## src/sv/bdg_pkg.sv

```systemverilog
// ----------------------------------------------------------------------------
// bdg_pkg
// Shared types and constants for the ballistic deposition grid: item
// formats, register indexes, grid geometry and controller/datapath links.
// ----------------------------------------------------------------------------
package bdg_pkg;

  // Grid geometry
  localparam int GRID_COLS  = 256;
  localparam int GRID_ROWS  = 256;
  localparam int GRID_DEPTH = GRID_ROWS * GRID_COLS;
  localparam int ROW_W      = $clog2(GRID_ROWS);
  localparam int COL_W      = $clog2(GRID_COLS);
  localparam int ADDR_W     = $clog2(GRID_DEPTH);

  // Register widths and reset values
  localparam int STEP_W        = 26;
  localparam int SPREAD_W      = 17;
  localparam int CFG_W         = 26;
  localparam int STEP_RESET    = 65536;
  localparam int SPREAD_RESET  = 0;
  localparam int ONE_Q16       = 65536;

  // Arithmetic widths
  localparam int FACTOR_W = 33;  // Q1.32, up to exactly 1.0
  localparam int MUL_W    = 43;  // step x 17-bit slice of the factor
  localparam int ACC_W    = 59;
  localparam int SIZE_W   = 27;

  typedef enum logic [1:0] {
    OP_DEPOSIT = 2'd0,
    OP_WRITE   = 2'd1,
    OP_READ    = 2'd2
  } opcode_t;

  typedef enum logic [0:0] {
    CFG_STEP_HEIGHT   = 1'b0,
    CFG_HEIGHT_SPREAD = 1'b1
  } cfg_idx_t;

  typedef struct packed {
    logic [1:0]         opcode;
    logic [7:0]         row;
    logic [7:0]         col;
    logic [15:0]        random_fraction;
    logic signed [31:0] write_value;
  } req_t;

  typedef struct packed {
    logic signed [31:0] cell_value;
    logic               saturated;
  } rsp_t;

  // Grid memory address source
  typedef enum logic [2:0] {
    ADDR_CENTER = 3'd0,
    ADDR_UP     = 3'd1,
    ADDR_DN     = 3'd2,
    ADDR_LF     = 3'd3,
    ADDR_RT     = 3'd4,
    ADDR_CLEAR  = 3'd5
  } addr_sel_t;

  // Grid memory write data source
  typedef enum logic [1:0] {
    WSEL_ZERO  = 2'd0,
    WSEL_VALUE = 2'd1,
    WSEL_DEP   = 2'd2
  } wsel_t;

  // Which neighbor the captured read data belongs to
  typedef enum logic [1:0] {
    NBR_UP = 2'd0,
    NBR_DN = 2'd1,
    NBR_LF = 2'd2,
    NBR_RT = 2'd3
  } nbr_t;

  // Result register source
  typedef enum logic [1:0] {
    RES_HOLD  = 2'd0,
    RES_RDATA = 2'd1,
    RES_WVAL  = 2'd2,
    RES_DEP   = 2'd3
  } res_sel_t;

  typedef struct packed {
    logic      load_req;
    logic      mem_rd;
    logic      mem_we;
    addr_sel_t addr_sel;
    wsel_t     wdata_sel;
    logic      clr_step;
    logic      cap_center;
    logic      cap_nbr;
    nbr_t      nbr_sel;
    logic      calc_su;
    logic      calc_factor;
    logic      mul_lo;
    logic      mul_hi;
    logic      calc_sum;
    res_sel_t  res_sel;
    logic      load_rsp;
  } bdg_cmd_t;

  typedef struct packed {
    logic req_deposit;
    logic req_write;
    logic clr_last;
  } bdg_status_t;

endpackage

```

## src/sv/bdg_ctrl.sv

```systemverilog
// ----------------------------------------------------------------------------
// bdg_ctrl
// Sequencer for the grid: clearing pass after reset, the read schedule of
// a deposit, cell write and read, and the handshakes on both channels.
// ----------------------------------------------------------------------------
module bdg_ctrl (
  input  logic                 clk,
  input  logic                 rst,
  input  logic                 req_valid,
  output logic                 req_stall,
  output logic                 rsp_valid,
  input  logic                 rsp_stall,
  input  bdg_pkg::bdg_status_t status,
  output bdg_pkg::bdg_cmd_t    cmd
);
  import bdg_pkg::*;

  typedef enum logic [12:0] {
    S_IDLE    = 13'b0_0000_0000_0001,
    S_CLEAR   = 13'b0_0000_0000_0010,
    S_RD_ONLY = 13'b0_0000_0000_0100,
    S_CAP_RD  = 13'b0_0000_0000_1000,
    S_RD_C    = 13'b0_0000_0001_0000,
    S_RD_UP   = 13'b0_0000_0010_0000,
    S_RD_DN   = 13'b0_0000_0100_0000,
    S_RD_LF   = 13'b0_0000_1000_0000,
    S_RD_RT   = 13'b0_0001_0000_0000,
    S_SUM     = 13'b0_0010_0000_0000,
    S_WR_DEP  = 13'b0_0100_0000_0000,
    S_WR_SET  = 13'b0_1000_0000_0000,
    S_DONE    = 13'b1_0000_0000_0000
  } state_t;

  state_t state, state_next;
  logic   accept;
  logic   rsp_free;

  assign req_stall = (state != S_IDLE);
  assign accept    = req_valid && !req_stall;
  assign rsp_free  = !rsp_valid || !rsp_stall;

  // State register
  always_ff @(posedge clk) begin
    if (rst) state <= S_CLEAR;
    else     state <= state_next;
  end

  // Output transfer flag
  always_ff @(posedge clk) begin
    if (rst)                                 rsp_valid <= 1'b0;
    else if ((state == S_DONE) && rsp_free)  rsp_valid <= 1'b1;
    else if (!rsp_stall)                     rsp_valid <= 1'b0;
  end

  // Next state and commands
  always_comb begin
    state_next = state;
    cmd        = '0;
    cmd.addr_sel  = ADDR_CENTER;
    cmd.wdata_sel = WSEL_ZERO;
    cmd.nbr_sel   = NBR_UP;
    cmd.res_sel   = RES_HOLD;
    unique case (state)
      S_IDLE: begin
        cmd.load_req = accept;
        if (accept) begin
          priority if (status.req_deposit) state_next = S_RD_C;
          else if (status.req_write)       state_next = S_WR_SET;
          else                             state_next = S_RD_ONLY;
        end
      end
      S_CLEAR: begin
        cmd.mem_we    = 1'b1;
        cmd.addr_sel  = ADDR_CLEAR;
        cmd.wdata_sel = WSEL_ZERO;
        cmd.clr_step  = 1'b1;
        if (status.clr_last) state_next = S_IDLE;
      end
      S_RD_ONLY: begin
        cmd.mem_rd = 1'b1;
        state_next = S_CAP_RD;
      end
      S_CAP_RD: begin
        cmd.res_sel = RES_RDATA;
        state_next  = S_DONE;
      end
      S_RD_C: begin
        cmd.mem_rd  = 1'b1;
        cmd.calc_su = 1'b1;
        state_next  = S_RD_UP;
      end
      S_RD_UP: begin
        cmd.mem_rd      = 1'b1;
        cmd.addr_sel    = ADDR_UP;
        cmd.cap_center  = 1'b1;
        cmd.calc_factor = 1'b1;
        state_next      = S_RD_DN;
      end
      S_RD_DN: begin
        cmd.mem_rd   = 1'b1;
        cmd.addr_sel = ADDR_DN;
        cmd.cap_nbr  = 1'b1;
        cmd.nbr_sel  = NBR_UP;
        cmd.mul_lo   = 1'b1;
        state_next   = S_RD_LF;
      end
      S_RD_LF: begin
        cmd.mem_rd   = 1'b1;
        cmd.addr_sel = ADDR_LF;
        cmd.cap_nbr  = 1'b1;
        cmd.nbr_sel  = NBR_DN;
        cmd.mul_hi   = 1'b1;
        state_next   = S_RD_RT;
      end
      S_RD_RT: begin
        cmd.mem_rd   = 1'b1;
        cmd.addr_sel = ADDR_RT;
        cmd.cap_nbr  = 1'b1;
        cmd.nbr_sel  = NBR_LF;
        state_next   = S_SUM;
      end
      S_SUM: begin
        cmd.cap_nbr  = 1'b1;
        cmd.nbr_sel  = NBR_RT;
        cmd.calc_sum = 1'b1;
        state_next   = S_WR_DEP;
      end
      S_WR_DEP: begin
        cmd.mem_we    = 1'b1;
        cmd.wdata_sel = WSEL_DEP;
        cmd.res_sel   = RES_DEP;
        state_next    = S_DONE;
      end
      S_WR_SET: begin
        cmd.mem_we    = 1'b1;
        cmd.wdata_sel = WSEL_VALUE;
        cmd.res_sel   = RES_WVAL;
        state_next    = S_DONE;
      end
      S_DONE: begin
        cmd.load_rsp = rsp_free;
        if (rsp_free) state_next = S_IDLE;
      end
      default: state_next = S_IDLE;
    endcase
  end

endmodule

```

## config.mk

```make
export PLATFORM = sky130hd
export DESIGN_NAME = bdg_ctrl
export DESIGN_NICKNAME = d
export VERILOG_FILES = /design/src/sv/bdg_pkg.sv /design/src/sv/bdg_ctrl.sv
export SDC_FILE = /design/constraint.sdc
export NUM_CORES = 1
export LEC_CHECK = 0
export BUFFER_PORTS_ARGS = -buffer_cell sky130_fd_sc_hd__buf_4
export CORE_UTILIZATION = 40
export DETAILED_ROUTE_END_ITERATION = 10
export HOLD_SLACK_MARGIN = 0.05
export PLACE_DENSITY = 0.66
export SYNTH_ARGS = -nofsm -noshare
export SYNTH_HDL_FRONTEND = slang
export SYNTH_SLANG_ARGS = --single-unit
```

## constraint.sdc

```tcl
create_clock -name clk -period 3.8 [get_ports clk]
set_input_delay 0.57 -clock clk [delete_from_list [all_inputs] [get_ports clk]]
set_output_delay 0.57 -clock clk [all_outputs]
set_load 0.05 [all_outputs]
```

# --- Word-level counts from Yosys, hierarchy flattened ---
# Cells that the tools add are included.
word_totals:
  n_memories: 0
  romBits: 0
  output_inout_bits: 23
  ram_bits: 0
  ff_bits: 14
  in_bits: 7
  elab_cells: 52
  latch_bits: 0
op_classes:
  shift: 0
  mul: 0
  bitwise_logic: 0
  n_lt_le_gt_ge: 0
  div_mod_pow: 0
  addsub: 0
  mux: 22
  n_reduce_logical: 10
  n_eq_ne: 18
ops:
  columns: ["cell", "n"]
  rows:
  - ["13-bit one-hot mux with 11 select lines", 1]
  - ["13-bit two-way mux", 4]
  - ["3-bit one-hot mux with 5 select lines", 1]
  - ["13-bit by 1-bit equality test with 1-bit output, second input constant", 1]
  - ["13-bit by 10-bit equality test with 1-bit output, second input constant", 1]
  - ["13-bit by 11-bit equality test with 1-bit output, second input constant", 1]
  - ["13-bit by 12-bit equality test with 1-bit output, second input constant", 1]
  - ["13-bit equality test, second input constant", 1]
  - ["13-bit by 2-bit equality test with 1-bit output, second input constant", 1]
  - ["13-bit by 3-bit equality test with 1-bit output, second input constant", 1]
  - ["13-bit by 4-bit equality test with 1-bit output, second input constant", 1]
  - ["13-bit by 5-bit equality test with 1-bit output, second input constant", 1]
  - ["13-bit by 6-bit equality test with 1-bit output, second input constant", 1]
  - ["13-bit by 7-bit equality test with 1-bit output, second input constant", 1]
  - ["13-bit by 8-bit equality test with 1-bit output, second input constant", 1]
  - ["13-bit by 9-bit equality test with 1-bit output, second input constant", 1]
  - ["13-bit by 1-bit != test with 1-bit output, second input constant", 1]
  - ["1-bit two-way mux", 12]
  - ["12-bit two-way mux", 1]
  - ["3-bit one-hot mux with 4 select lines", 1]
  - ["2-bit != test, second input constant", 3]
  - ["2-bit one-hot mux with 3 select lines", 1]
  - ["3-bit OR reduction", 2]
  - ["6-bit OR reduction", 1]
  - ["other kinds (6)", 9]

# --- Longest topological paths before layout ---
depth:
  word_depth: 5
  ltp_mapped: 7

# --- Worst setup path after synthesis ---
# No wires, ideal clock.
synth_path:
  path_kind: "register to output"
  from: "register state[5]"
  to: "output port cmd[1] (netlist name)"
  arrival_ns: 2.723
  stages_incl_launch_ff: 6
  setup_slack_ns: 0.507
  path_buffers: 1
  path_cell_list: "dfxtp_1 buf_6 nor4_4 nand3_1 nor3b_1 o21bai_1"
synth_rtl:
  columns: ["item", "line", "rtl"]
  rows:
  - ["start, declared", "bdg_ctrl.sv:34", "state_t state, state_next;"]
  - ["start signal, assigned", "bdg_ctrl.sv:45", "else state <= state_next;"]
  - ["end, declared", "bdg_ctrl.sv:14", "output bdg_pkg::bdg_cmd_t cmd"]

==> load_flow_metrics.sql <==
INSERT INTO impl_metrics (metric_group, metric, value, unit) VALUES
('status', 'outcome', 'finished clean', ''),
('clock_network', 'clock_insertion_delay_worst_skew', '0.29', 'ns'),
('grt', 'grt_antenna_before_repair', '0', ''),
('sta', 'report.final.hold_viol_count', '0', ''),
('clock_network', 'cts.repair_timing.setup_buffer_count', '0', ''),
('pwr', 'power.share.combinational', '0.275', ''),
('sta', 'post-route-min-period', '2.80', 'ns'),
('setup_path', 'path_max_fanout', '7', ''),
('synthesis', 'synth.cell_area', '868', 'µm²'),
('clock_network', 'cts_inserted_buffers', '3', ''),
('pwr', 'power.density', '331', 'mW/mm²'),
('sta', 'drv_slew', '0', ''),
('floorplan', 'placementRows', '16', ''),
('setup_path', 'critPathLaunchType', 'flop', ''),
('clock_network', 'postCtsResizedCells', '0', ''),
('pwr', 'finalPower', '371', 'µW'),
('sta', 'post-route-period-util', '0.737', ''),
('floorplan', 'dieWidth', '48.6', 'µm'),
('setup_path', 'reg2regPathDepth', '5', ''),
('cells_and_area', 'area_growth', '29.1', '%'),
('clock_network', 'cts_tree', 'built', ''),
('pwr', 'vdd_ir_drop_max', '170', 'µV'),
('floorplan', 'design.core.area', '0.00200', 'mm²'),
('synthesis', 'syn_nets', '114', ''),
('job', 'timing.max_cap.violations', '0', ''),
('setup_path', 'path_class', 'reg -> out', ''),
('clock_network', 'hold_fix_buffers_cts', '0', ''),
('synthesis', 'synth-seq-cells', '14', ''),
('floorplan', 'die_h', '48.6', 'µm'),
('placement', 'place.gp.congestion', '0.763', ''),
('route', 'drt_iter0_drc', '13', ''),
('sta', 'fin_setup_tns', '0', 'ns'),
('route', 'postRouteAntennaNets', '0', ''),
('cells_and_area', 'nFillCells', '198', ''),
('floorplan', 'start_util', '0.434', ''),
('min_path', 'timing.hold.worst_path_depth', '2', ''),
('synthesis', 'yosys_warnings', '0', ''),
('pwr', 'power_report.internal_total', '244', 'µW'),
('floorplan', 'dieArea', '0.00236', 'mm²'),
('clock_network', 'cts.path.max_buffers', '2', ''),
('synthesis', 'synth_edf_count', '0', ''),
('synthesis', 'synth.lib_cells_used.distinct', '38', ''),
('synthesis', 'synth_flop_cell', 'sky130_fd_sc_hd__dfxtp_1', ''),
('placement', 'detailed_place_hpwl', '1.57', 'mm'),
('grt', 'wire_length_of_the_first_global_routing_pass', '3.54', 'mm'),
('setup_path', 'crit_path_arrival_time', '2.23', 'ns'),
('route', 'detail_route.vias_per_cell', '5.52', ''),
('clock_network', 'clkSinkCount', '14', ''),
('min_path', 'timing.hold.worst.class', 'in -> reg', ''),
('clock_network', 'cts-htree-levels', '1', ''),
('cells_and_area', 'layout.core_utilization', '0.560', ''),
('floorplan', 'ports', '30', ''),
('synthesis', 'avgSynthCellArea', '8.12', 'µm²'),
('route', 'avgRoutedWirePerCell', '13.2', 'µm'),
('cells_and_area', 'layout-drive-gt1-share', '0.324', ''),
('setup_path', 'cp.required', '3.23', 'ns'),
('cells_and_area', 'insertedDiodeCount', '0', ''),
('route', 'vias', '900', ''),
('placement', 'number_of_input_and_output_port_buffers_inserted', '29', ''),
('synthesis', 'synth_seq_area_share', '0.323', ''),
('pwr', 'p_clk_frac', '0.303', ''),
('sta', 'slew_headroom', '0.706', ''),
('grt', 'overall_global_routing_resource_usage', '0.192', ''),
('synthesis', 'netlist_instances', '107', ''),
('clock_network', 'clock-root-buffer', 'sky130_fd_sc_hd__clkbuf_4', ''),
('sta', 'worstMarginPinSlew', '0.437', 'ns'),
('route', 'totalWireLength', '2.14', 'mm'),
('pwr', 'power_switching_share', '0.343', ''),
('pwr', 'seqPwrFrac', '0.422', ''),
('sta', 'achievable-frequency', '357', 'MHz'),
('setup_path', 'critical_path.endpoint_type', 'output pin', '');
-- area by class of cell --
type / instances / area, µm² / area share
repair buffers: 29 / 218 / 0.194
multi-input cells: 80 / 519 / 0.463
flip-flops and latches: 14 / 280 / 0.250
clock buffers: 4 / 36.3 / 0.0324
well taps: 27 / 33.8 / 0.0301
inverters: 9 / 33.8 / 0.0301
-- worst paths after layout --
| check | endpoint | start | slack [ns] |
|---|---|---|---|
| worst max-delay path | cmd[8] | state[0] | 1.0 |
| worst min-delay path | state[2] | status[1] | 0.44 |
| worst max register to register | state[0] | state[4] | 1.68 |
| worst min register to register | rsp_valid | rsp_valid | 0.51 |
-- metrics by stage --
step | instances | area, µm² | setup WS (ns) | hold slack (ns)
detailed placement | 159 | 1080 | 1.33 | 0.495
global route | 163 | 1120 | 0.906 | 0.441
global placement | 159 | 1080 | 1.39 | 0.485
finish | 163 | 1120 | 1.00 | 0.443
floorplan | 107 | 868 | 0.507 | 0.508
CTS | 163 | 1120 | 1.02 | 0.446
-- per-layer routing --
metal	GRT usage	wire length, µm
met3	0.0409	129
met5	0	0
met1	0.221	942
met2	0.345	1030
met4	0.0735	37
-- power by group through the flow --
| stage | sequential (µW) | combinational [µW] | clock (µW) |
|---|---|---|---|
| finish | 156 | 102 | 112 |
| global route | 157 | 108 | 120 |
| CTS | 156 | 103 | 111 |
| detailed placement | 160 | 102 | 0 |
| global placement | 159 | 102 | 0 |
| floorplan | 159 | 75.9 | 0 |
-- flip-flops by register name (all words and copies together), names as in the netlist --
signal / count
state: 13
rsp_valid: 1
-- synth_stat cells, types with 2 or more instances --
master	n	area share
sky130_fd_sc_hd__nand4_1	4	0.029
sky130_fd_sc_hd__nor3b_1	2	0.017
sky130_fd_sc_hd__nand3_1	3	0.017
sky130_fd_sc_hd__a21oi_1	3	0.017
sky130_fd_sc_hd__nor3_1	6	0.035
sky130_fd_sc_hd__nand2_1	9	0.039
sky130_fd_sc_hd__nand2b_1	2	0.014
sky130_fd_sc_hd__buf_6	2	0.026
sky130_fd_sc_hd__nor4_4	2	0.049
sky130_fd_sc_hd__nor2_1	14	0.061
sky130_fd_sc_hd__or2_2	2	0.014
sky130_fd_sc_hd__dfxtp_1	14	0.32
sky130_fd_sc_hd__nor4_1	3	0.022
sky130_fd_sc_hd__inv_1	9	0.039
sky130_fd_sc_hd__nor4b_1	3	0.030
sky130_fd_sc_hd__o21ai_0	4	0.023
sky130_fd_sc_hd__xor2_1	3	0.030
sky130_fd_sc_hd__nor2b_1	2	0.014
-- cells by family after synthesis --
| group | after synthesis | share of synthesized area |
|---|---|---|
| buf+inv | 13 | 0.0792 |
| xor+xnor | 4 | 0.0404 |
| simple gates | 60 | 0.424 |
| compound gates | 16 | 0.134 |
| flops | 14 | 0.323 |
-- worst max-delay path, cell delays in order (launching register included) --
cell	delay, ns
sky130_fd_sc_hd__dfxtp_1	0.37
sky130_fd_sc_hd__nor4_4	0.48
sky130_fd_sc_hd__nand3_2	0.19
sky130_fd_sc_hd__or3_4	0.38
sky130_fd_sc_hd__or2_4	0.26
sky130_fd_sc_hd__nand2_1	0.07
sky130_fd_sc_hd__buf_4	0.20
Power figures use the tool's default switching activity.
